## config.mk

```make
export PLATFORM = sky130hd
export DESIGN_NAME = acctilt_front
export DESIGN_NICKNAME = d
export VERILOG_FILES = /design/src/accelerometer_tilt_angles_defines.svh /design/src/acctilt_pkg.sv /design/src/acctilt_front.sv
export SDC_FILE = /design/constraint.sdc
export NUM_CORES = 1
export LEC_CHECK = 0
export BUFFER_PORTS_ARGS = -buffer_cell sky130_fd_sc_hd__clkbuf_2
export CAP_MARGIN = 40
export CELL_PAD_IN_SITES_DETAIL_PLACEMENT = 0
export CELL_PAD_IN_SITES_GLOBAL_PLACEMENT = 1
export CORE_UTILIZATION = 30
export CTS_BUF_LIST = sky130_fd_sc_hd__clkbuf_16
export DETAILED_ROUTE_END_ITERATION = 16
export PLACE_DENSITY = 0.84
export SLEW_MARGIN = 20
export SYNTH_ARGS = -nofsm -noshare
export SYNTH_HDL_FRONTEND = slang
export SYNTH_SLANG_ARGS = --single-unit
```

## constraint.sdc

```tcl
create_clock -name clk -period 3.64 [get_ports clk]
set_input_delay 0.182 -clock clk [delete_from_list [all_inputs] [get_ports clk]]
set_output_delay 0.182 -clock clk [all_outputs]
set_load 0.05 [all_outputs]
```

## src/accelerometer_tilt_angles_defines.svh

```systemverilog
// Assertion macros used by the checked module acctilt_fifo.
`ifndef ACCELEROMETER_TILT_ANGLES_DEFINES_SVH
`define ACCELEROMETER_TILT_ANGLES_DEFINES_SVH

`ifndef NO_ASSERTIONS
`define ACT_ASSERT(lbl, prop) \
	lbl: assert property (@(posedge clk) disable iff (!arst_n) prop) \
		else $error("assertion failed");
`define ACT_NEVER(lbl, cond) \
	lbl: assert property (@(posedge clk) disable iff (!arst_n) !(cond)) \
		else $error("forbidden condition seen");
`else
`define ACT_ASSERT(lbl, prop)
`define ACT_NEVER(lbl, cond)
`endif

`endif

```

## src/acctilt_pkg.sv

```systemverilog
`timescale 1ns / 1ps
package acctilt_pkg;

	localparam int ANGLE_FRAC_BITS = 8;
	localparam int CORDIC_STEPS    = 16;
	localparam int ACC_FRAC        = 16;
	localparam int TABLE_LEN       = 24;
	localparam int ISQ_STEPS       = 16;
	localparam int SQW             = 2 * ISQ_STEPS;
	localparam int ISQ_TOP         = 2 * ISQ_STEPS - 2;
	localparam int CW              = 40;
	localparam int ZW              = 32;
	localparam int FIFO_DEPTH      = 4;
	localparam int FPW             = $clog2(FIFO_DEPTH);

	localparam logic [7:0] ID_EXPECTED = 8'hE5;
	localparam logic [7:0] RANGE_MASK  = 8'h03;
	localparam int         FULL_RES_BIT = 3;

	localparam logic signed [ZW-1:0] ATAN_TAB [TABLE_LEN] = '{
		32'sd2949120, 32'sd1740967, 32'sd919879, 32'sd466945,
		32'sd234379, 32'sd117304, 32'sd58666, 32'sd29335,
		32'sd14668, 32'sd7334, 32'sd3667, 32'sd1833,
		32'sd917, 32'sd458, 32'sd229, 32'sd115,
		32'sd57, 32'sd29, 32'sd14, 32'sd7,
		32'sd4, 32'sd2, 32'sd1, 32'sd0
	};

	typedef struct packed {
		logic [7:0] device_id;
		logic [7:0] format_byte;
		logic [7:0] x_low;
		logic [7:0] x_high;
		logic [7:0] y_low;
		logic [7:0] y_high;
		logic [7:0] z_low;
		logic [7:0] z_high;
	} in_item_t;

	typedef struct packed {
		logic               id_ok;
		logic signed [15:0] pitch_deg;
		logic signed [15:0] roll_deg;
		logic [1:0]         range_code;
		logic               hi_res;
	} out_item_t;

	typedef struct packed {
		logic       ok;
		logic [1:0] range_code;
		logic       hi_res;
	} meta_t;

	typedef struct packed {
		meta_t              meta;
		logic signed [15:0] ax;
		logic signed [15:0] ay;
		logic signed [15:0] az;
	} q_item_t;

	typedef struct packed {
		logic full;
		logic empty;
	} fifo_stat_t;

	typedef struct packed {
		logic signed [15:0] num;
		logic [SQW-1:0]     rem;
		logic [SQW-1:0]     res;
	} isq_t;

	typedef struct packed {
		meta_t meta;
		isq_t  p;
		isq_t  r;
	} isq_stage_t;

	typedef struct packed {
		logic               nz;
		logic               nneg;
		logic               dz;
		logic signed [CW-1:0] x;
		logic signed [CW-1:0] y;
		logic signed [ZW-1:0] z;
	} cor_t;

	typedef struct packed {
		meta_t meta;
		cor_t  p;
		cor_t  r;
	} cor_stage_t;

	function automatic isq_t isq_step(isq_t a, int k);
		isq_t            o;
		logic [SQW-1:0]  b;
		logic [SQW:0]    t;
		o = a;
		b = SQW'(1) << (ISQ_TOP - 2 * k);
		t = {1'b0, a.res} + {1'b0, b};
		if ({1'b0, a.rem} >= t) begin
			o.rem = a.rem - t[SQW-1:0];
			o.res = (a.res >> 1) + b;
		end else begin
			o.res = a.res >> 1;
		end
		return o;
	endfunction

	function automatic cor_t cor_init(isq_t a);
		cor_t o;
		o.nz   = (a.num == 16'sd0);
		o.nneg = a.num[15];
		o.dz   = (a.res == '0);
		o.x    = CW'(a.res) << ACC_FRAC;
		o.y    = CW'(a.num) <<< ACC_FRAC;
		o.z    = '0;
		return o;
	endfunction

	function automatic cor_t cor_step(cor_t c, int i);
		cor_t o;
		logic signed [CW-1:0] dx;
		logic signed [CW-1:0] dy;
		o  = c;
		dx = c.y >>> i;
		dy = c.x >>> i;
		if (!c.y[CW-1]) begin
			o.x = c.x + dx;
			o.y = c.y - dy;
			o.z = c.z + ATAN_TAB[i];
		end else begin
			o.x = c.x - dx;
			o.y = c.y + dy;
			o.z = c.z - ATAN_TAB[i];
		end
		return o;
	endfunction

	function automatic logic signed [15:0] sat16(logic signed [ZW-1:0] v);
		if (v > 32'sd32767)
			return 16'sh7fff;
		if (v < -32'sd32768)
			return 16'sh8000;
		return v[15:0];
	endfunction

	function automatic logic signed [15:0] ang_fin(cor_t c);
		logic signed [ZW-1:0] full;
		logic signed [ZW-1:0] zr;
		full = ZW'(90) <<< ANGLE_FRAC_BITS;
		zr   = c.z + (ZW'(1) <<< (ACC_FRAC - ANGLE_FRAC_BITS - 1));
		if (c.nz)
			return 16'sd0;
		if (c.dz)
			return sat16(c.nneg ? -full : full);
		return sat16(zr >>> (ACC_FRAC - ANGLE_FRAC_BITS));
	endfunction

endpackage

```

## src/acctilt_front.sv

```systemverilog
`timescale 1ns / 1ps
module acctilt_front (
	input  logic                   clk,
	input  logic                   arst_n,
	input  logic                   snap_valid,
	output logic                   snap_stall,
	input  acctilt_pkg::in_item_t  snap,
	input  acctilt_pkg::fifo_stat_t qstat,
	output logic                   push,
	output acctilt_pkg::q_item_t   item
);
	import acctilt_pkg::*;

	logic    v_s1;
	logic    acc;
	q_item_t cls;

	assign snap_stall = v_s1 && qstat.full;
	assign acc        = snap_valid && !snap_stall;
	assign push       = v_s1 && !qstat.full;

	always_comb begin
		cls.meta.ok         = (snap.device_id == ID_EXPECTED);
		cls.meta.range_code = 2'(snap.format_byte & RANGE_MASK);
		cls.meta.hi_res     = snap.format_byte[FULL_RES_BIT];
		cls.ax              = {snap.x_high, snap.x_low};
		cls.ay              = {snap.y_high, snap.y_low};
		cls.az              = {snap.z_high, snap.z_low};
	end

	always_ff @(posedge clk or negedge arst_n) begin
		if (!arst_n) begin
			v_s1 <= 1'b0;
		end else if (acc) begin
			v_s1 <= 1'b1;
		end else if (push) begin
			v_s1 <= 1'b0;
		end
	end

	always_ff @(posedge clk) begin
		if (acc) begin
			item <= cls;
		end
	end

endmodule

```

After elaboration in Yosys (flattened, before gate mapping)
Cells that the tools add are included.
{ "op_classes": {"n_eq_ne": 1, "muxes": 2, "n_reduce_logical": 6} }
{ "ops": {"columns": ["op", "count"], "rows": [
  ["$eq 8x8->1 const B", 1],
  ["$logic_and 1x1->1", 3],
  ["$logic_not 1->1", 2],
  ["$mux 1", 2],
  ["$reduce_bool 2->1", 1]
]} }
{ "totals": {"register_bits": 53, "inputBits": 69, "elab_cells": 16} }

Depth between registers and ports, before layout
Gate-level depths: netlist (run 1).
{ "logic_depth": {"word_depth": 4, "depth_mapped": 2, "depth_no_buf": 2} }

Least setup slack after synthesis (run 1)
Ideal clock, no wire load.
{ "synth_timing": {"kind": "reg-to-reg", "startpoint": "reg v_s1", "endpoint": "reg item[0] (netlist bit) (enable)", "arrival_time_ns": 2.894, "setup_slack_ns": 0.279, "stages_incl_launch_ff": 3, "synth_period_minus_slack_ns": 3.361, "cell_sequence": "dfrtp_1 > and2_4 > nor2b_1"} }
{ "synth_via": {"elab_chain_cells": 3} }
{ "synth_lines": {"columns": ["item", "line_no", "source"], "rows": [
  ["start: declaration", "acctilt_front.sv:14", "logic v_s1;"],
  ["start signal: assignment", "acctilt_front.sv:33", "v_s1 <= 1'b0;"],
  ["start signal: assignment", "acctilt_front.sv:35", "v_s1 <= 1'b1;"],
  ["start signal: assignment", "acctilt_front.sv:37", "v_s1 <= 1'b0;"],
  ["$logic_and 1x1->1", "acctilt_front.sv:18", "assign snap_stall = v_s1 && qstat.full;"],
  ["via snap_stall", "acctilt_front.sv:6", "output logic snap_stall,"],
  ["$logic_not 1->1", "acctilt_front.sv:19", "assign acc = snap_valid && !snap_stall;"],
  ["$logic_and 1x1->1", "acctilt_front.sv:19", null],
  ["via acc", "acctilt_front.sv:15", "logic acc;"],
  ["end signal: assignment", "acctilt_front.sv:43", "item <= cls;"],
  ["end: declaration", "acctilt_front.sv:10", "output acctilt_pkg::q_item_t item"]
]} }
The timed path passes the listed nets, and every way through them passes these cells.
A chain may end at the register's enable or synchronous reset.

Final worst setup path (run 1)
{ "layout_timing": {"startpoint": "reg v_s1", "endpoint": "reg item[28] (netlist bit) (enable)"} }
{ "layout_via": {"elab_chain_cells": 3} }
{ "layout_lines": {"columns": ["item", "line_no"], "rows": [
  ["$logic_and 1x1->1", "acctilt_front.sv:18"],
  ["$logic_not 1->1", "acctilt_front.sv:19"],
  ["$logic_and 1x1->1", "acctilt_front.sv:19"],
  ["via acc", "acctilt_front.sv:15"]
]} }
The timed path passes the listed nets, and every way through them passes these cells.

==> metrics.txt, run 1 <==
final WL=3247 um; FF+latch count, synth=53; Ant. Diodes=0; WL met1=1334 um; RSZ-0062 raised after global routing=no; post-DR wirelength/cell=12.63 um; Crit path required time=3.62 ns; total gr overflow=0; CTS Buffer Depth=2; Max-Cap Viols=0; initial cell density of the core=0.3169; Async SR Flop Fraction=0.01887; setup total negative slack=0 ns; proportion of layout cells with a drive suffix above 1=0.6791; number of gates resized after CTS=0; Worst setup EP type=register; crit share post-route=0.4237; Post-route DRC=0; NumNets Final=255; Die W=75.92 um; I/O pins=123; Finish-stage setup viols=0; CTS Root Cell=clkbuf_16; count of cell types in the netlist=9; max-slew violations=0; Worst VDD drop=0.0002179 V; total power=1355 uW; routability cong.=0.6316; CTS Hold Buffers Added=1; routed vias/inst=4.047; worst-path fanout max=15; met2 wire length=1556 um; syn nets=129; largest net degree at the start of global routing=26; CTS Buf Count=5; outcome=completed; clk_lat worst skew=0.28 ns; core area=5172 um^2; Seq/Total Area, Yosys=0.9679; H-Tree Depth=2; Tot GR Track Use=0.1199; r2r setup slk=2.10 ns; initial antenna violation count=0; Die H=75.92 um; TritonCTS clock tree=built; die area=5763 um^2; synth top area cells=edfxtp_1 95%, dfrtp_1 1.5%, nand4bb_1 0.69%; Starting DRT DRC Count=27; worst hold path class=in2reg; top-count cell post-synth=edfxtp_1; first-pass GRT wire length=5112 um; synth-to-layout area growth=52.44%; Post-CTS Setup Bufs=0; crit path time final=1.542 ns; Pre-antenna DRT Iters=4; Yosys top cell area share=0.9527; Setup CP Type=reg2reg; Data arrival, critical path=1.52 ns; vias in the first global route=1,087; Num Clock Sinks=53; Slew Limit Headroom=0.6970; final setup skew=0.005636 ns; top sig layer=met4; Startpoint Class=register; PortBufs=116; Leak Pwr=0.001108 uW; warnings from Yosys=0; post-route ant nets=0; highest achievable clock rate=648.4 MHz; Syn Inst Count=60; Core Rows=26; total length of routed met3 wires=311 um; Post-synth top flop=edfxtp_1; Slew @ Worst Pin=0.4535 ns; DR vias=1,040; post-synth top area cell=edfxtp_1; mean area per synthesized cell=27.32 um^2; pwr dens=542.5 nW/um^2; post-synthesis instance area=1639 um^2; number of enable flip-flop cells after synthesis=52; CTS clk-pin slew, worst paths=0.06 ns; Fin. Hold Viols=0
-- report_power, final --
part           leakage (uW)  total (uW)  internal [uW]  switching (uW)
combinational      0.000527         203           52.2             151
sequential         0.000507         719            710            8.70
clock             0.0000748         433            249             184
total               0.00111        1360           1010             343
-- registers in the layout, indices dropped and copies added (netlist names) --
signal	flops
v_s1	1
item	52
-- final timing paths --
check | from | endpoint | depth (start not counted)
worst min-delay path | snap[27] | item[19]$_DFFE_PP_ | 1
worst max register to register | v_s1$_DFFE_PN0P_ | item[28]$_DFFE_PP_ | 3
worst max-delay path | v_s1$_DFFE_PN0P_ | item[28]$_DFFE_PP_ | 3
min in group asynchronous | arst_n | v_s1$_DFFE_PN0P_ | 2
worst min register to register | v_s1$_DFFE_PN0P_ | v_s1$_DFFE_PN0P_ | 2
max in group asynchronous | arst_n | v_s1$_DFFE_PN0P_ | 2
-- through the flow --
step / instances / instance area, um^2 / hold slack [ns] / util / setup slack (ns)
floorplan: 60 / 1639 / -0.1136 / - / 0.2787
global placement: 247 / 2322 / -0.04185 / 0.4490 / 1.658
detailed placement: 248 / 2350 / -0.03973 / 0.4543 / 2.064
CTS: 257 / 2499 / 0.06264 / 0.4831 / 2.059
global route: 257 / 2499 / 0.06024 / 0.4831 / 1.964
finish: 257 / 2499 / 0.06943 / 0.4831 / 2.098
-- cells in the final DEF, fill, tap and decap left out --
| cell | instances |
|---|---|
| nand4bb_1 | 1 |
| dfrtp_1 | 1 |
| clkbuf_2 | 116 |
| or2_1 | 1 |
| and2b_1 | 1 |
| nor2_1 | 1 |
| nand4b_1 | 1 |
| inv_1 | 1 |
| clkbuf_16 | 5 |
| buf_4 | 1 |
| nor2b_4 | 1 |
| edfxtp_1 | 52 |
| dlygate4sd3_1 | 1 |
| buf_16 | 1 |
| clkinv_2 | 2 |
| and2_4 | 1 |
-- area by class of cell --
| type | count | area, um^2 |
|---|---|---|
| repair buffers | 119 | 625.6 |
| flip-flops and latches | 53 | 1587 |
| fillers | 451 | 2674 |
| well taps | 70 | 87.58 |
| clock buffers | 5 | 125.1 |
| clock inverters | 3 | 13.76 |
| multi-input cells | 7 | 60.06 |
-- cell families after synthesis --
| group | share of synthesized area |
|---|---|
| simple gates | 0.03207 |
| flops | 0.9679 |
-- routing by layer --
layer  GRT usage  vias up
met5           0        -
met4     0.04038        0
met3     0.04940        5
met2      0.1973       72
met1      0.1422      474
li1            -      489
-- worst max-delay path, stage by stage, from the launching register on --
cell and delay [ns]:
dfrtp_1 0.37, and2_4 0.15, nor2b_4 0.39, buf_4 0.32
No activity file was read; power rests on OpenSTA's default activity.
==> run 2, diff against run 1 <==
Settings changed: ABC_AREA from default to 1, PLACE_DENSITY 0.84 to 0.85.
Clock period 3.64 ns to 1.6 ns, I/O delays scaled along.
==> metrics.txt, run 2 <==
outcome=completed; post-synth top area cell=edfxtp_1; Finish-stage setup viols=0; Die H=76.23 um; Fin. Hold Viols=0; Synth top cells by count=52 x edfxtp_1, 6 x inv_1, 6 x nand2_1, 4 x nor2_1; WHS=0.03273 ns; vias in the first global route=1,296; Yosys top cell area share=0.9447; H-Tree Depth=2; Crit path required time=1.58 ns; crit path buf inv count=2; Core Rows=26; RSZ-0062 raised after global routing=no; Tot GR Track Use=0.1287; Largest delay share family, worst path=flip-flops; max-slew violations=0; Slew Limit Headroom=0.7934; Die W=76.23 um; Worst VDD drop=0.0005884 V; CP max stage cell=dfrtp_1; highest achievable clock rate=841.7 MHz; synth-to-layout area growth=82.82%; Data arrival, critical path=1.17 ns; total gr overflow=0; largest net degree at the start of global routing=28; final WL=3673 um; Startpoint Class=register; warnings from Yosys=0; Worst setup EP type=register; CTS Root Cell=clkbuf_16; Ant. Diodes=0; Starting DRT DRC Count=31; synth top area cells=edfxtp_1 94%, dfrtp_1 1.5%, inv_1 1.4%; PortBufs=116; pwr dens=1050 nW/um^2; commonest non-fill, non-tap cells in the layout=116 x clkbuf_2, 52 x dlygate4sd3_1, 52 x edfxtp_1, 7 x inv_1, 6 x nand2_1; Max-Cap Viols=0; Pre-antenna DRT Iters=4; post-route ant nets=0; Post-CTS Setup Bufs=0; crit path time final=1.188 ns; first-pass GRT wire length=5664 um; HPWL Detailed=2509 um; DR vias=1,271; TritonCTS clock tree=built; count of cell types in the netlist=6; NumNets Final=316; Leak Pwr=0.001353 uW; DP Cell Count=258; top-count cell post-synth=edfxtp_1; CTS Buffer Depth=2; initial antenna violation count=0; Num Clock Sinks=53; number of enable flip-flop cells after synthesis=52; Setup CP Type=reg2reg; Post-synth top flop=edfxtp_1; Top Registers=item (52), v_s1 (1); CTS clk-pin slew, worst paths=0.06 ns; proportion of layout cells with a drive suffix above 1=0.5061; Slew @ Worst Pin=0.3112 ns; die area=5810 um^2; worst-path fanout max=27; worst hold path class=in2reg; CTS Buf Count=5; FF+latch count, synth=53; I/O pins=123; Async SR Flop Fraction=0.01887; syn nets=139; final setup skew=0.007243 ns; Seq/Total Area, Yosys=0.9599; Most flops, register=item; Finished Layout Cells=317; worst stage delay on the critical path=0.38 ns; most common cell after layout, fill and taps aside=clkbuf_2; Cell Chain, Critical Path=nand2_1 > inv_1 > nor2_4 > buf_12; crit share post-route=0.7425; routability cong.=0.6902; mean area per synthesized cell=23.61 um^2; core area=5205 um^2; routed vias/inst=4.009; post-synthesis instance area=1653 um^2; max reg flops=52; initial cell density of the core=0.3175; clk_lat worst skew=0.28 ns; Syn Inst Count=70; post-DR wirelength/cell=11.59 um; Post-route DRC=0
[run 2: cell types whose count changed in the layout (fill, tap and decap cells not counted), sizes merged, moves of 4 or more]
cell | before | now
dlygate4sd3 | 1 | 52
inv | 1 | 7
nand2 | 0 | 6
nor2 | 1 | 5
[run 2: area by class of cell]
cell class	instances	area, um^2
Clock buffer	5	125.1
Clock inverter	2	7.507
Fill cell	436	2183
Inverter	6	22.52
Multi-Input combinational cell	11	51.30
Sequential cell	53	1587
Tap cell	70	87.58
Timing Repair Buffer	170	1141
[run 2: power by group]
part,switching [uW],internal (uW),total [uW]
Clock,412,559,971
Sequential,19.7,1620,1640
Combinational,367,198,565
Total,798,2370,3170
[run 2: per-layer routing]
layer	vias up	routed length, um	global-route usage
met5	-	0	0
met4	0	40	0.04038
met3	5	324	0.05629
met2	72	1978	0.2450
met1	584	1330	0.1218
li1	610	-	-
[run 2: repair_timing]
action / CTS / global route
endpoints found under the setup margin: 0 / 0
hold buffers: 52 / 0
endpoints found under the hold margin: 52 / 0
gates resized for setup: 0 / 0
[run 2: kinds of logic after synthesis]
| kind of cell | after synthesis | share of synthesized area |
|---|---|---|
| simple gates | 11 | 0.02649 |
| flops | 53 | 0.9599 |
| buf+inv | 6 | 0.01363 |
[run 2: worst min-delay path, cell delays in order]
cell and delay (ns):
clkbuf_2 0.07, inv_1 0.06, nand2_1 0.07
[run 2: worst paths after layout]
| kind | end | slack (ns) | start | depth (start not counted) |
|---|---|---|---|---|
| max reg2reg | item[3]$_DFFE_PP_ | 0.41 | v_s1$_DFFE_PN0P_ | 4 |
| min | v_s1$_DFFE_PN0P_ | 0.03 | snap_valid | 3 |
| max | item[3]$_DFFE_PP_ | 0.41 | v_s1$_DFFE_PN0P_ | 4 |
| max in group asynchronous | v_s1$_DFFE_PN0P_ | 1.41 | arst_n | 2 |
| min reg2reg | v_s1$_DFFE_PN0P_ | 0.50 | v_s1$_DFFE_PN0P_ | 2 |
| min in group asynchronous | v_s1$_DFFE_PN0P_ | 0.10 | arst_n | 2 |
[run 2: through the flow]
| stage | worst slack [ns] | TNS [ns] | total power (uW) | instance area, um^2 | utilization |
|---|---|---|---|---|---|
| 3_5_place_dp | 0.4138 | 0 | 2132 | 2369 | 0.4550 |
| 6_report | 0.4120 | 0 | 3172 | 3022 | 0.5805 |
| 5_1_grt | 0.3506 | 0 | 3284 | 3022 | 0.5805 |
| 3_3_place_gp | 0.4389 | 0 | 2123 | 2369 | 0.4550 |
| 4_1_cts | 0.4160 | 0 | 3210 | 3022 | 0.5805 |
| 2_1_floorplan | -0.3101 | -16.12 | 1967 | 1660 | - |
==> run 3, diff against run 2 <==
Settings changed: ABC_AREA 1 to 0, PLACE_DENSITY 0.85 to 0.84.
Clock period 1.6 ns to 1.1 ns, I/O delays scaled along.
==> metrics.txt, run 3 (synthesized netlist as in run 1, its figures left out) <==
outcome=finished, violations left; failing checks=setup timing; Num Clock Sinks=53; H-Tree Depth=2; Worst setup EP type=register; Ant. Diodes=0; Cell Chain, Critical Path=and2_4 > nor2b_4 > buf_6 > clkbuf_16; worst hold path class=in2async; Top Registers=item (52), v_s1 (1); first-pass GRT wire length=6072 um; Tot GR Track Use=0.1406; post-DR wirelength/cell=13.29 um; Die H=75.92 um; CTS Root Cell=clkbuf_16; Sw Pwr=1181 uW; die area=5763 um^2; max-slew violations=0; PortBufs=116; Sw Ratio=0.2507; Largest delay share family, worst path=flip-flops; max reg flops=52; Post-route DRC=0; Starting DRT DRC Count=32; worst slack, placed=-0.1114 ns; routability cong.=0.6477; largest net degree at the start of global routing=41; crit path buf inv count=2; post-route ant nets=0; NumNets Final=316; Crit path required time=1.10 ns; TritonCTS clock tree=built; CTS Buffer Depth=2; WHS=0.07709 ns; CTS Buf Count=5; initial cell density of the core=0.3169; RSZ-0062 raised after global routing=yes; Slew @ Worst Pin=0.3149 ns; proportion of layout cells with a drive suffix above 1=0.5403; initial antenna violation count=0; Pre-antenna DRT Iters=4; worst stage delay on the critical path=0.38 ns; CTS clk-pin slew, worst paths=0.06 ns; highest achievable clock rate=808.1 MHz; final WL=4226 um; Reg power frac=0.505; Core Rows=26; Worst VDD drop=0.0008468 V; Finish-stage setup viols=53; core area=5172 um^2; final setup skew=0.004697 ns; worst-path fanout max=6; total power=4712 uW; r2r setup slk=-0.14 ns; synth-to-layout area growth=93.89%; crit path time final=1.237 ns; commonest non-fill, non-tap cells in the layout=114 x clkbuf_2, 53 x dlygate4sd3_1, 52 x edfxtp_1, 8 x clkbuf_16; crit share post-route=1.125; I/O pins=123; pwr dens=1483 nW/um^2; clock share of power=0.301; vias in the first global route=1,377; CP max stage cell=dfrtp_1; setup total negative slack=-6.682 ns; most common cell after layout, fill and taps aside=clkbuf_2; Leak Pwr=0.001401 uW; Most flops, register=item; clk_lat worst skew=0.28 ns; DR vias=1,284; Data arrival, critical path=1.24 ns; Setup CP Type=reg2reg; Fin. Hold Viols=0; Max-Cap Viols=0; total gr overflow=0; Die W=75.92 um; P_int=3531 uW; routed vias/inst=4.038; setup ws final=-0.1374 ns; combinational share of power=0.194; Startpoint Class=register; Slew Limit Headroom=0.7909
run 3: changes by cell type in the layout (fill, tap and decap cells not counted), sizes merged:
| cell | before | now |
|---|---|---|
| and2 | 0 | 1 |
| and2b | 0 | 1 |
| buf | 2 | 10 |
| clkbuf | 121 | 122 |
| dlygate4sd3 | 52 | 53 |
| inv | 7 | 2 |
| nand2 | 6 | 0 |
| nand4b | 0 | 1 |
| nand4bb | 0 | 1 |
| nor2 | 5 | 1 |
| nor2b | 0 | 1 |
| or2 | 0 | 1 |
run 3: layout make-up:
| type | count | area [um^2] |
|---|---|---|
| multi-input cells | 7 | 60.06 |
| fillers | 378 | 1994 |
| clock buffers | 5 | 125.1 |
| flip-flops and latches | 53 | 1587 |
| clock inverters | 3 | 11.26 |
| well taps | 70 | 87.58 |
| repair buffers | 180 | 1308 |
run 3: final timing paths:
path / from / to / cells past startpoint
min in group clk: snap[61] / item[51]$_DFFE_PP_ / 3
hold reg to reg: v_s1$_DFFE_PN0P_ / v_s1$_DFFE_PN0P_ / 3
hold / removal: arst_n / v_s1$_DFFE_PN0P_ / 2
setup reg to reg: v_s1$_DFFE_PN0P_ / item[42]$_DFFE_PP_ / 4
max in group asynchronous: arst_n / v_s1$_DFFE_PN0P_ / 2
setup / recovery: v_s1$_DFFE_PN0P_ / item[42]$_DFFE_PP_ / 4
run 3: timing repair:
action / in CTS / in global routing
cloned: 0 / 6
hold buffers: 53 / 0
endpoints found under the setup margin: 53 / 54
hold endpoints to repair: 53 / 0
gates resized for setup: 2 / 6
setup buffers: 0 / 2
run 3: routing by layer:
metal / share of wire / routed length [um] / track usage / vias to the layer above
met5: 0 / 0 / 0 / -
li1: - / - / - / 613
met4: 0.0090 / 38 / 0.04615 / 0
met3: 0.084 / 353 / 0.05783 / 6
met2: 0.53 / 2240 / 0.2655 / 80
met1: 0.38 / 1593 / 0.1375 / 585
run 3: per-stage QoR:
stage	instance area (um^2)	instances	util
final	3178	318	0.6144
after global routing	3178	318	0.6144
after CTS	3025	310	0.5849
after detailed placement	2350	249	0.4543
after global placement	2350	249	0.4543
after floorplan	1647	60	-
run 3: power groups by stage:
| stage | logic (uW) | registers, uW | clock network (uW) |
|---|---|---|---|
| after global placement | 665 | 2420 | 0 |
| after global routing | 955 | 2390 | 1530 |
| after CTS | 823 | 2380 | 1460 |
| after detailed placement | 671 | 2420 | 0 |
| after floorplan | 69.4 | 2790 | 0 |
| final | 914 | 2380 | 1420 |
