`src/accelerometer_tilt_angles_defines.svh`:
```
// Assertion macros used by the checked module acctilt_fifo.
`ifndef ACCELEROMETER_TILT_ANGLES_DEFINES_SVH
`define ACCELEROMETER_TILT_ANGLES_DEFINES_SVH

`ifndef NO_ASSERTIONS
`define ACT_ASSERT(lbl, prop) \
	lbl: assert property (@(posedge clk) disable iff (!arst_n) prop) \
		else $error("assertion failed");
`define ACT_NEVER(lbl, cond) \
	lbl: assert property (@(posedge clk) disable iff (!arst_n) !(cond)) \
		else $error("forbidden condition seen");
`else
`define ACT_ASSERT(lbl, prop)
`define ACT_NEVER(lbl, cond)
`endif

`endif

```
`src/acctilt_pkg.sv`:
```
`timescale 1ns / 1ps
package acctilt_pkg;

	localparam int ANGLE_FRAC_BITS = 8;
	localparam int CORDIC_STEPS    = 16;
	localparam int ACC_FRAC        = 16;
	localparam int TABLE_LEN       = 24;
	localparam int ISQ_STEPS       = 16;
	localparam int SQW             = 2 * ISQ_STEPS;
	localparam int ISQ_TOP         = 2 * ISQ_STEPS - 2;
	localparam int CW              = 40;
	localparam int ZW              = 32;
	localparam int FIFO_DEPTH      = 4;
	localparam int FPW             = $clog2(FIFO_DEPTH);

	localparam logic [7:0] ID_EXPECTED = 8'hE5;
	localparam logic [7:0] RANGE_MASK  = 8'h03;
	localparam int         FULL_RES_BIT = 3;

	localparam logic signed [ZW-1:0] ATAN_TAB [TABLE_LEN] = '{
		32'sd2949120, 32'sd1740967, 32'sd919879, 32'sd466945,
		32'sd234379, 32'sd117304, 32'sd58666, 32'sd29335,
		32'sd14668, 32'sd7334, 32'sd3667, 32'sd1833,
		32'sd917, 32'sd458, 32'sd229, 32'sd115,
		32'sd57, 32'sd29, 32'sd14, 32'sd7,
		32'sd4, 32'sd2, 32'sd1, 32'sd0
	};

	typedef struct packed {
		logic [7:0] device_id;
		logic [7:0] format_byte;
		logic [7:0] x_low;
		logic [7:0] x_high;
		logic [7:0] y_low;
		logic [7:0] y_high;
		logic [7:0] z_low;
		logic [7:0] z_high;
	} in_item_t;

	typedef struct packed {
		logic               id_ok;
		logic signed [15:0] pitch_deg;
		logic signed [15:0] roll_deg;
		logic [1:0]         range_code;
		logic               hi_res;
	} out_item_t;

	typedef struct packed {
		logic       ok;
		logic [1:0] range_code;
		logic       hi_res;
	} meta_t;

	typedef struct packed {
		meta_t              meta;
		logic signed [15:0] ax;
		logic signed [15:0] ay;
		logic signed [15:0] az;
	} q_item_t;

	typedef struct packed {
		logic full;
		logic empty;
	} fifo_stat_t;

	typedef struct packed {
		logic signed [15:0] num;
		logic [SQW-1:0]     rem;
		logic [SQW-1:0]     res;
	} isq_t;

	typedef struct packed {
		meta_t meta;
		isq_t  p;
		isq_t  r;
	} isq_stage_t;

	typedef struct packed {
		logic               nz;
		logic               nneg;
		logic               dz;
		logic signed [CW-1:0] x;
		logic signed [CW-1:0] y;
		logic signed [ZW-1:0] z;
	} cor_t;

	typedef struct packed {
		meta_t meta;
		cor_t  p;
		cor_t  r;
	} cor_stage_t;

	function automatic isq_t isq_step(isq_t a, int k);
		isq_t            o;
		logic [SQW-1:0]  b;
		logic [SQW:0]    t;
		o = a;
		b = SQW'(1) << (ISQ_TOP - 2 * k);
		t = {1'b0, a.res} + {1'b0, b};
		if ({1'b0, a.rem} >= t) begin
			o.rem = a.rem - t[SQW-1:0];
			o.res = (a.res >> 1) + b;
		end else begin
			o.res = a.res >> 1;
		end
		return o;
	endfunction

	function automatic cor_t cor_init(isq_t a);
		cor_t o;
		o.nz   = (a.num == 16'sd0);
		o.nneg = a.num[15];
		o.dz   = (a.res == '0);
		o.x    = CW'(a.res) << ACC_FRAC;
		o.y    = CW'(a.num) <<< ACC_FRAC;
		o.z    = '0;
		return o;
	endfunction

	function automatic cor_t cor_step(cor_t c, int i);
		cor_t o;
		logic signed [CW-1:0] dx;
		logic signed [CW-1:0] dy;
		o  = c;
		dx = c.y >>> i;
		dy = c.x >>> i;
		if (!c.y[CW-1]) begin
			o.x = c.x + dx;
			o.y = c.y - dy;
			o.z = c.z + ATAN_TAB[i];
		end else begin
			o.x = c.x - dx;
			o.y = c.y + dy;
			o.z = c.z - ATAN_TAB[i];
		end
		return o;
	endfunction

	function automatic logic signed [15:0] sat16(logic signed [ZW-1:0] v);
		if (v > 32'sd32767)
			return 16'sh7fff;
		if (v < -32'sd32768)
			return 16'sh8000;
		return v[15:0];
	endfunction

	function automatic logic signed [15:0] ang_fin(cor_t c);
		logic signed [ZW-1:0] full;
		logic signed [ZW-1:0] zr;
		full = ZW'(90) <<< ANGLE_FRAC_BITS;
		zr   = c.z + (ZW'(1) <<< (ACC_FRAC - ANGLE_FRAC_BITS - 1));
		if (c.nz)
			return 16'sd0;
		if (c.dz)
			return sat16(c.nneg ? -full : full);
		return sat16(zr >>> (ACC_FRAC - ANGLE_FRAC_BITS));
	endfunction

endpackage

```
`src/acctilt_fifo.sv`:
```
`timescale 1ns / 1ps
`include "accelerometer_tilt_angles_defines.svh"
module acctilt_fifo (
	input  logic                    clk,
	input  logic                    arst_n,
	input  logic                    push,
	input  acctilt_pkg::q_item_t    din,
	input  logic                    pop,
	output acctilt_pkg::q_item_t    dout,
	output acctilt_pkg::fifo_stat_t stat
);
	import acctilt_pkg::*;

	q_item_t      mem [FIFO_DEPTH];
	logic [FPW-1:0] wr_q;
	logic [FPW-1:0] rd_q;
	logic [FPW:0]   cnt_q;

	assign dout       = mem[rd_q];
	assign stat.full  = (cnt_q == (FPW + 1)'(FIFO_DEPTH));
	assign stat.empty = (cnt_q == '0);

	always_ff @(posedge clk or negedge arst_n) begin
		if (!arst_n) begin
			wr_q  <= '0;
			rd_q  <= '0;
			cnt_q <= '0;
		end else begin
			if (push)
				wr_q <= wr_q + 1'b1;
			if (pop)
				rd_q <= rd_q + 1'b1;
			if (push && !pop)
				cnt_q <= cnt_q + 1'b1;
			else if (pop && !push)
				cnt_q <= cnt_q - 1'b1;
		end
	end

	always_ff @(posedge clk) begin
		if (push)
			mem[wr_q] <= din;
	end

	`ACT_NEVER(a_fifo_overflow, push && stat.full)
	`ACT_NEVER(a_fifo_underflow, pop && stat.empty)
	`ACT_ASSERT(a_fifo_fill, push && !pop |=> !stat.empty)

endmodule

```
`config.mk`:
```
export PLATFORM = sky130hd
export DESIGN_NAME = acctilt_fifo
export DESIGN_NICKNAME = d
export VERILOG_FILES = /design/src/acctilt_pkg.sv /design/src/acctilt_fifo.sv
export VERILOG_INCLUDE_DIRS = /design/src /design/src/src
export SDC_FILE = /design/constraint.sdc
export NUM_CORES = 1
export LEC_CHECK = 0
export ABC_AREA = 0
export BUFFER_PORTS_ARGS = -buffer_cell sky130_fd_sc_hd__buf_2
export CORE_MARGIN = 2
export CORE_UTILIZATION = 55
export DETAILED_ROUTE_END_ITERATION = 7
export GPL_TIMING_DRIVEN = 1
export PLACE_DENSITY = 0.79
export SLEW_MARGIN = 25
export SYNTH_ARGS = -nofsm -noshare
export SYNTH_HDL_FRONTEND = slang
export SYNTH_SLANG_ARGS = --single-unit
```
`constraint.sdc`:
```
create_clock -name clk -period 4.1 [get_ports clk]
set_input_delay 0.615 -clock clk [delete_from_list [all_inputs] [get_ports clk]]
set_output_delay 0.615 -clock clk [all_outputs]
set_load 0.02 [all_outputs]
```
======== After elaboration in Yosys (flattened, before gate mapping) ========
Memory sizes are Yosys's and may differ from the RTL's.
Cells that the tools add are included.
W data, S select, Z words.
word-level totals
  flip-flop bits (word level) ............. 7
  RAM bits ................................ 208
  input port bits ......................... 56
  output and inout port bits .............. 54
  word-level logic and storage cells ...... 19
  memories ................................ 1
memories
  name  depth  width  rd ports  clocked after Yosys merged registers in  write ports  RTL line            RTL
  mem   4      52     1         0                                        1            acctilt_fifo.sv:14  q_item_t mem [FIFO_DEPTH];
cells by class
  $add $sub $neg .......................... 4
  equal/unequal tests ..................... 1
  muxes and demuxes ....................... 4
  reduce and logical (&&, ||, !) cells .... 6
operator list
  kind                   number
  $mux W3                2
  $add A2 B1 Y2 const B  2
  $add A3 B1 Y3 const B  1
  $eq A3 B3 Y1 const B   1
  $logic_not A3 Y1       1
  $sub A3 B1 Y3 const B  1
  $logic_and A1 B1 Y1    2
  $logic_not A1 Y1       2
  $mux W1                2
  $reduce_bool A2 Y1     1

======== Logic depth before layout (Yosys ltp) ========
Gate-level depths: netlist of the first run.
  depth in word-level cells ............... 4
  mapped depth ............................ 7
  depth with buffers taken out ............ 7

======== Worst setup path after synthesis of the first run ========
No wires, ideal clock.
  path type ............................... in2reg
  start ................................... in push
  end ..................................... mem mem[1][0] (netlist bit), enable pin
  library setup time ...................... 0.415 ns
  arrival time ............................ 1.854 ns
  data required time ...................... 3.685 ns
  path slack .............................. 1.831 ns
  stages .................................. 1
  path buffers ............................ 0
  cell sequence ........................... and2_1
between the ends
  cells in the longest elaborated chain, start to end .. 2
ends and longest elaborated chain
  element                        RTL line            RTL
  start, declared                acctilt_fifo.sv:6   input logic push,
  $mux W1                        acctilt_fifo.sv:41  if (push)
  $mux W1 (implied by the code)  acctilt_fifo.sv:42  mem[wr_q] <= din;
  end, declared                  acctilt_fifo.sv:14
No other way between the ends.

==> results of run 1 <==
[logic make-up (layout without fill, tap and decap cells)]
logic type	after synthesis	count (layout)	synth area share, %
xor gates and xnor gates	6	6	0.6599
and+or+nand+nor	9	9	0.6126
buffers and inverters	16	161	1.964
adders and majority gates	6	6	1.037
AOI/OAI and AO/OA	1	1	0.06278
muxes	53	53	15.04
other	0	1	0
DFF	215	215	80.63
[worst min-delay path by stage]
stage	from	end	slack, ps
6_report	din[13]	mem[3][13]$_DFFE_PP_	330
5_1_grt	din[13]	mem[3][13]$_DFFE_PP_	320
4_1_cts	din[13]	mem[3][13]$_DFFE_PP_	320
3_5_place_dp	arst_n	rd_q[0]$_DFFE_PN0P_	460
3_3_place_gp	arst_n	rd_q[0]$_DFFE_PN0P_	450
2_1_floorplan	arst_n	cnt_q[0]$_DFFE_PN0P_	320
[flip-flops by register name, indices dropped and copies added (netlist names)]
signal and flops:
mem 208, cnt_q 3, rd_q 2, wr_q 2
[placed cells by master, fill, tap and decap left out]
master and n:
edfxtp_1 208, buf_2 109, mux4_2 48, clkbuf_16 21
buf_4 9, clkinv_2 6, ha_1 5, dfrtp_1 5
inv_1 4, and2_2 4, mux4_1 4, xor2_1 4
clkinv_1 4, clkbuf_1 3, xnor2_1 2, nand2_1 2
bufinv_16 2, diode_2 1, nor3b_1 1, nor3_1 1
mux2_2 1, o21ai_0 1, nor2_1 1, fa_1 1
inv_6 1, dlygate4sd3_1 1, buf_16 1, dfrtp_4 1
dfrtp_2 1
[worst register-to-register path: cells and delay by family (launching register included)]
kind	cells	cell delay, ps
simple gates	1	670
buf+inv	2	470
flops	1	420
fa+ha+maj	1	130
[metrics by stage]
| stage | instance area (sq um) | power, mW |
|---|---|---|
| floorplan | 7964 | 4.636 |
| finish | 9361 | 6.947 |
| detailed placement | 8698 | 5.234 |
| global placement | 8671 | 5.144 |
| CTS | 9359 | 7.048 |
| global route | 9361 | 7.271 |
[per-layer routing]
| metal | vias up | track usage [%] |
|---|---|---|
| met4 | 0 | 5.486 |
| met3 | 31 | 4.081 |
| met5 | - | 0 |
| li1 | 1572 | - |
| met1 | 1836 | 24.82 |
| met2 | 106 | 29.77 |
[final cells by class]
class,instances,area [sq um],area share (%)
inverter,4,15.01,0.1604
clock buffer,24,536.8,5.734
sequential,215,6426,68.64
antenna,1,2.502,0.02673
tap,180,225.2,2.406
multi-input combinational,75,1391,14.86
clock inverter,13,113.9,1.216
timing repair buffer,120,650.6,6.950
[where the power goes]
| group | switching [mW] | leakage [nW] | internal (mW) |
|---|---|---|---|
| clock network | 0.750 | 0.325 | 1.06 |
| logic | 1.14 | 0.956 | 0.877 |
| registers | 0.239 | 1.99 | 2.88 |
| total | 2.13 | 3.27 | 4.82 |
[timing repair]
item | in CTS | in global routing
buffers inserted | 0 | 0
hold buffers | 1 | 0
endpoints found under the hold margin | 7 | 0
==> results.json, run 1 <==
{
  "yosysSeqAreaShare_pct": 80.63,
  "fin_hold_ws_ps": 330.7,
  "path_buf_inv": 2,
  "first_pass_iters": 4,
  "timing.final.ws_setup_ps": 1090,
  "syn2layout_area_growth_pct": 17.55,
  "slowest_stage": "dfrtp_2",
  "slew_violations": 0,
  "wl_met3_microns": 762,
  "rr_endpoint": "mem[0][36]$_DFFE_PP_",
  "synth_area_leader_cell": "edfxtp_1",
  "cts_tree": "done",
  "clockBufferDepth": 3,
  "clk_latency_ps": 500,
  "htree_levels": 1,
  "nFillCells": 890,
  "grt_usage_pct": 18.14,
  "wl_per_cell_microns": 21.60,
  "clkTransAtPathRegs_ps": 60,
  "final-setup-viol-count": 0,
  "utilization_pct": 66.92,
  "grt_pass1_wl_microns": 21730,
  "numCtsBuffers": 21,
  "synth_top_area_share_pct": 78.43,
  "highest_layer": "met4",
  "min_period_over_period_pct": 73.42,
  "routed_wl_microns": 13650,
  "ios": 110,
  "dp_hpwl_microns": 8433,
  "port_buffers": 109,
  "fmax_ghz": 0.3322,
  "worst_pin_slew_ps": 939.6,
  "rr_worst_depth": 4,
  "finalSetupTns_ps": 0,
  "synth.area.top_cells": "edfxtp_1, mux4_2, dfrtp_1",
  "post_cts_resized": 0,
  "reg2reg_slack_ps": 2080,
  "syn-num-nets": 368,
  "pre_cts_slack_ps": 1557,
  "syn_inst": 306,
  "endpoint": "dout[2]",
  "path_cells": "buf_4 > mux4_2 > buf_2",
  "cts_sinks": 215,
  "synth-async-reset-ratio_pct": 3.256,
  "p_leak_nw": 3.272,
  "synth_flop_cell": "edfxtp_1",
  "ys_types": 19,
  "yosysMostFrequentCell": "edfxtp_1",
  "max_cap_viol_count": 0,
  "synth_edf_count": 208,
  "fp.dieH_microns": 124.3,
  "path_delay_family": "flip-flops",
  "critPathMaxFanout": 28,
  "r2r_start": "wr_q[0]$_DFFE_PN0P_",
  "vias_per_cell": 5.609,
  "overflow": 0,
  "finalNonFillerCells": 632,
  "wl_met1_microns": 5654,
  "cts_root_buffer": "clkbuf_16",
  "worst_setup_path_end_kind": "primary output",
  "final_hold_viol_count": 0,
  "drive_above_1_share_pct": 45.23,
  "core-area_sq_um": 13990,
  "start_util_pct": 56.93,
  "rows": 43,
  "drc": 0,
  "die_area_sq_um": 15460,
  "die_x_microns": 124.3,
  "ant_nets": 0,
  "first_global_vias": 3895,
  "cp.depth": 3,
  "postSynthAreaPerCell_sq_um": 26.03,
  "required_ps": 3480,
  "clock_skew_ps": 12.01,
  "gp_congestion": 0.7041,
  "synth_seq_cells": 215,
  "layout.nets": 499,
  "wl_met2_microns": 6852,
  "synth_common_cells": "edfxtp_1, mux4_2, dfrtp_1, buf_2",
  "fin_crit_ps": 3010,
  "hold_path.class": "in -> reg",
  "powerDensity_nw_per_um2": 742.1,
  "worstSetupStartpoint": "rd_q[1]$_DFFE_PN0P_",
  "yosysWarnings": 0,
  "crit_type": "reg -> out",
  "start_kind": "flop",
  "arrival_ps": 2400,
  "rsz0062_at_grt": "false",
  "synthesis.area_sq_um": 7964,
  "drtIter0Drc": 242,
  "status": "complete, no violations",
  "holdPathStages": 1,
  "num_vias": 3545,
  "cp_slowest_stage_delay_ps": 830,
  "maxSlewHeadroom_pct": 37.36,
  "grt_max_degree": 35,
  "antenna_found_initial": 2,
  "ir_worst_vdd_uv": 689.9,
  "dp.cells": 593
}
Power figures use the tool's default switching activity.
==> inputs of run 2 (changes only) <==
==> constraint.sdc (replaced) <==
create_clock -name clk -period 2.79 [get_ports clk]
set_input_delay 0.4185 -clock clk [delete_from_list [all_inputs] [get_ports clk]]
set_output_delay 0.4185 -clock clk [all_outputs]
set_load 0.02 [all_outputs]
==> results.json, run 2 (synthesis results as in run 1) <==
{
  "critPathMaxFanout": 17,
  "vias_per_cell": 5.641,
  "status": "complete, no violations",
  "layout.nets": 499,
  "cts_sinks": 215,
  "reg_top3": "mem (208), cnt_q (3)",
  "drtIter0Drc": 264,
  "worstSetupStartpoint": "rd_q[0]$_DFFE_PN0P_",
  "finalSetupTns_ps": 0,
  "largest_reg_flops": 208,
  "hold_path.class": "in -> reg",
  "path_cells": "buf_12 > mux4_2 > buf_2",
  "drc": 0,
  "arrival_ps": 2080,
  "numCtsBuffers": 21,
  "maxSlewHeadroom_pct": 67.25,
  "num_vias": 3565,
  "grt_max_degree": 38,
  "ios": 110,
  "cp_slowest_stage_delay_ps": 650,
  "die_area_sq_um": 15460,
  "htree_levels": 1,
  "die_x_microns": 124.3,
  "clkTransAtPathRegs_ps": 60,
  "path_delay_family": "flip-flops",
  "crit_type": "reg -> out",
  "slew_violations": 0,
  "top_register": "mem",
  "grt_util_met1_pct": 23.20,
  "fp.dieH_microns": 124.3,
  "start_kind": "flop",
  "post_cts_resized": 0,
  "top_usage_layer": "met2",
  "slowest_stage": "dfrtp_4",
  "grtUsageMet3_pct": 3.909,
  "grt_usage_pct": 17.49,
  "p_leak_nw": 3.276,
  "syn2layout_area_growth_pct": 18.24,
  "routed_wl_microns": 13500,
  "fin_crit_ps": 2503,
  "port_buffers": 109,
  "layout_commonest_cell": "edfxtp_1",
  "worst_setup_path_end_kind": "primary output",
  "nFillCells": 905,
  "clock_skew_ps": 7.719,
  "fmax_ghz": 0.3995,
  "clk_latency_ps": 480,
  "gp_congestion": 0.7179,
  "clockBufferDepth": 3,
  "ant_nets": 0,
  "worstHoldStart": "din[21]",
  "overflow": 0,
  "dp_hpwl_microns": 8106,
  "rsz0062_at_grt": "false",
  "antenna_found_initial": 3,
  "r2r_start": "wr_q[1]$_DFFE_PN0P_",
  "cts_tree": "done",
  "grt_pass1_wl_microns": 20850,
  "fin_hold_ws_ps": 149.2,
  "first_global_vias": 3828,
  "drive_above_1_share_pct": 45.11,
  "wl_per_cell_microns": 21.37,
  "cts_root_buffer": "clkbuf_16",
  "core-area_sq_um": 13990,
  "min_period_over_period_pct": 89.73,
  "path_buf_inv": 2,
  "max_cap_viol_count": 0,
  "worst_pin_slew_ps": 491.3,
  "required_ps": 2370,
  "final-setup-viol-count": 0,
  "final_hold_viol_count": 0,
  "powerDensity_nw_per_um2": 1092,
  "rows": 43,
  "ir_worst_vdd_uv": 553.2,
  "most-common-layout-cells": "edfxtp_1, buf_2, mux4_2, clkbuf_16, buf_12",
  "utilization_pct": 67.32,
  "first_pass_iters": 4,
  "start_util_pct": 56.93,
  "use_met2_pct": 29.48
}
==> run 2: cell count changes in the layout (fill, tap and decap cells not counted), sizes merged <==
cell	delta
clkinv	-3
clkinvlp	+1
clkbuf	+1
diode	+1
==> run 2: routing by layer <==
| layer | vias to the layer above | part of all wire [%] |
|---|---|---|
| li1 | 1562 | - |
| met1 | 1869 | 40 |
| met2 | 109 | 53 |
| met3 | 25 | 5.8 |
| met4 | 0 | 1.9 |
| met5 | - | 0 |
==> run 2: per-stage QoR <==
step	cell area, sq um	worst slack (ps)	power [mW]	std cells
after global routing	9414	177.9	10.76	631
after detailed placement	8733	548.6	7.729	592
final	9417	286.7	10.29	632
after CTS	9392	28.89	10.39	629
after floorplan	7964	522.9	6.813	306
after global placement	8733	559.1	7.634	592
==> run 2: what timing repair did <==
action | CTS | global route
hold endpoints to repair | 7 | 0
endpoints found under the setup margin | 0 | 25
setup buffers | 0 | 1
hold buffers | 1 | 0
==> run 2: layout make-up <==
cell class | count | area [sq um] | share of cell area, %
flip-flops and latches | 215 | 6426 | 68.24
multi-input cells | 75 | 1391 | 14.78
repair buffers | 120 | 705.7 | 7.494
clock buffers | 25 | 540.5 | 5.740
well taps | 180 | 225.2 | 2.392
clock inverters | 11 | 107.6 | 1.143
inverters | 4 | 15.01 | 0.1594
diodes | 2 | 5.005 | 0.05315
==> run 2: power by group <==
| part | total (mW) | internal, mW | switching (mW) |
|---|---|---|---|
| combinational | 3.18 | 1.36 | 1.82 |
| sequential | 4.46 | 4.23 | 0.229 |
| clock | 2.65 | 1.57 | 1.08 |
| total | 10.3 | 7.16 | 3.13 |
==> run 2: path summary, 6_finish.rpt <==
path / slack [ps] / to / cells past startpoint
max: 290 / dout[13] / 3
min: 150 / mem[3][21]$_DFFE_PP_ / 1
max reg2reg: 1000 / mem[1][1]$_DFFE_PP_ / 4
min reg2reg: 490 / cnt_q[2]$_DFFE_PN0P_ / 1
max in group asynchronous: 2300 / rd_q[0]$_DFFE_PN0P_ / 2
min in group asynchronous: 310 / wr_q[1]$_DFFE_PN0P_ / 2
==> inputs of run 3 (changes only) <==
--- a/config.mk
+++ b/config.mk
@@ -10,6 +10,7 @@
 export BUFFER_PORTS_ARGS = -buffer_cell sky130_fd_sc_hd__buf_2
 export CORE_MARGIN = 2
 export CORE_UTILIZATION = 55
+export CTS_BUF_LIST = sky130_fd_sc_hd__clkbuf_4 sky130_fd_sc_hd__clkbuf_8
 export DETAILED_ROUTE_END_ITERATION = 7
 export GPL_TIMING_DRIVEN = 1
 export PLACE_DENSITY = 0.79
==> results.json, run 3 (synthesis results as in run 1) <==
{
  "wl_per_cell_microns": 20.67,
  "reg_top3": "mem (208), cnt_q (3)",
  "wl_met2_microns": 6945,
  "drtIter0Drc": 264,
  "timing.final.ws_setup_ps": 257.5,
  "fin_crit_ps": 2533,
  "cts_tree": "done",
  "clk_latency_ps": 500,
  "reg2reg_slack_ps": 1030,
  "routed_wl_microns": 13540,
  "highest_layer": "met4",
  "worst_setup_path_end_kind": "primary output",
  "clkTransAtPathRegs_ps": 60,
  "syn2layout_area_growth_pct": 18.65,
  "cts_root_buffer": "clkbuf_8",
  "maxSlewHeadroom_pct": 66.68,
  "drive_above_1_share_pct": 48.20,
  "cp_slowest_stage_delay_ps": 650,
  "pre_cts_slack_ps": 548.6,
  "rows": 43,
  "ir_worst_vdd_uv": 531.9,
  "clockBufferDepth": 3,
  "drc": 0,
  "max_cap_viol_count": 0,
  "nFillCells": 882,
  "hold_path.class": "in -> reg",
  "crit_type": "reg -> out",
  "rsz0062_at_grt": "false",
  "first_global_vias": 3939,
  "layout_commonest_cell": "edfxtp_1",
  "final-setup-viol-count": 0,
  "first_pass_iters": 4,
  "post_cts_resized": 0,
  "slew_violations": 0,
  "wl_met3_microns": 832,
  "dp.cells": 592,
  "top_register": "mem",
  "most-common-layout-cells": "edfxtp_1, buf_2, mux4_2, clkbuf_8, clkbuf_4",
  "clock_skew_ps": 7.497,
  "grt_max_degree": 38,
  "final_hold_viol_count": 0,
  "wl_met1_microns": 5408,
  "dp_hpwl_microns": 8106,
  "critPathMaxFanout": 17,
  "finalNonFillerCells": 655,
  "path_cells": "buf_12 > mux4_2 > buf_2",
  "vias_per_cell": 5.527,
  "cts_sinks": 215,
  "overflow": 0,
  "slowest_stage": "dfrtp_4",
  "required_ps": 2370,
  "worst_pin_slew_ps": 499.8,
  "die_area_sq_um": 15460,
  "status": "complete, no violations",
  "start_util_pct": 56.93,
  "powerDensity_nw_per_um2": 1081,
  "fmax_ghz": 0.3949,
  "ios": 110,
  "start_kind": "flop",
  "grt_usage_pct": 18.06,
  "layout.nets": 512,
  "grt_pass1_wl_microns": 21110,
  "num_vias": 3620,
  "arrival_ps": 2110,
  "p_leak_nw": 3.321,
  "die_x_microns": 124.3,
  "antenna_found_initial": 3,
  "fp.dieH_microns": 124.3,
  "numCtsBuffers": 34,
  "port_buffers": 109,
  "htree_levels": 2,
  "largest_reg_flops": 208,
  "min_period_over_period_pct": 90.77,
  "gp_congestion": 0.7179,
  "ant_nets": 0,
  "core-area_sq_um": 13990,
  "finalSetupTns_ps": 0
}
run 3: cell types whose count changed in the layout (fill, tap and decap cells not counted), moves of 2 or more:
cell	change
clkbuf_16	-21
clkinv_1	+2
bufinv_16	-2
clkinv_2	-3
clkbuf_4	+12
clkbuf_1	-4
clkbuf_8	+40
run 3: final timing paths:
check                                          start                    to  cells after the start
min in group asynchronous                     arst_n  cnt_q[2]$_DFFE_PN0P_                      2
max in group asynchronous                     arst_n   rd_q[0]$_DFFE_PN0P_                      2
worst min-delay path                          din[2]   mem[2][2]$_DFFE_PP_                      1
worst max-delay path             rd_q[0]$_DFFE_PN0P_              dout[13]                      3
worst max register to register   wr_q[0]$_DFFE_PN0P_  mem[2][24]$_DFFE_PP_                      4
worst min register to register  cnt_q[2]$_DFFE_PN0P_  cnt_q[2]$_DFFE_PN0P_                      1
run 3: repair_timing:
action                     CTS  global route
buffers inserted             1             0
hold endpoints to repair     7             0
setup endpoints to repair    1             0
hold buffers                 1             0
run 3: final cells by class:
type / count / area, sq um / share of cell area, %
Sequential cell: 215 / 6426 / 68.01
Multi-Input combinational cell: 75 / 1391 / 14.72
Timing Repair Buffer: 120 / 713.2 / 7.548
Clock buffer: 52 / 640.6 / 6.780
Tap cell: 180 / 225.2 / 2.383
Clock inverter: 7 / 32.53 / 0.3443
Inverter: 4 / 15.01 / 0.1589
Antenna cell: 2 / 5.005 / 0.05297
run 3: per-layer routing:
layer | track usage, % | vias to the layer above
li1 | - | 1597
met1 | 22.98 | 1866
met2 | 29.25 | 129
met3 | 5.026 | 28
met4 | 8.460 | 0
met5 | 0 | -
run 3: power breakdown:
group | internal, mW | switching (mW) | leakage, nW | total, mW
Sequential | 4.23 | 0.226 | 1.99 | 4.46
Clock | 1.46 | 1.11 | 0.359 | 2.57
Combinational | 1.37 | 1.81 | 0.972 | 3.18
Total | 7.06 | 3.15 | 3.32 | 10.2
run 3: stage by stage:
| step | power (mW) | cell area (sq um) | hold WS (ps) | util (%) |
|---|---|---|---|---|
| after floorplan | 6.813 | 7964 | 122.9 | - |
| after global placement | 7.634 | 8733 | 251.7 | 62.43 |
| after detailed placement | 7.729 | 8733 | 262.6 | 62.43 |
| after CTS | 10.37 | 9444 | 97.81 | 67.51 |
| after global routing | 10.71 | 9447 | 105.1 | 67.53 |
| final | 10.21 | 9449 | 124.7 | 67.55 |
run 3: worst max-delay path, delay by kind of cell (launching register included):
kind / cells / cell delay, ps
multiplexers: 1 / 540
flip-flops: 1 / 650
buffers and inverters: 2 / 420
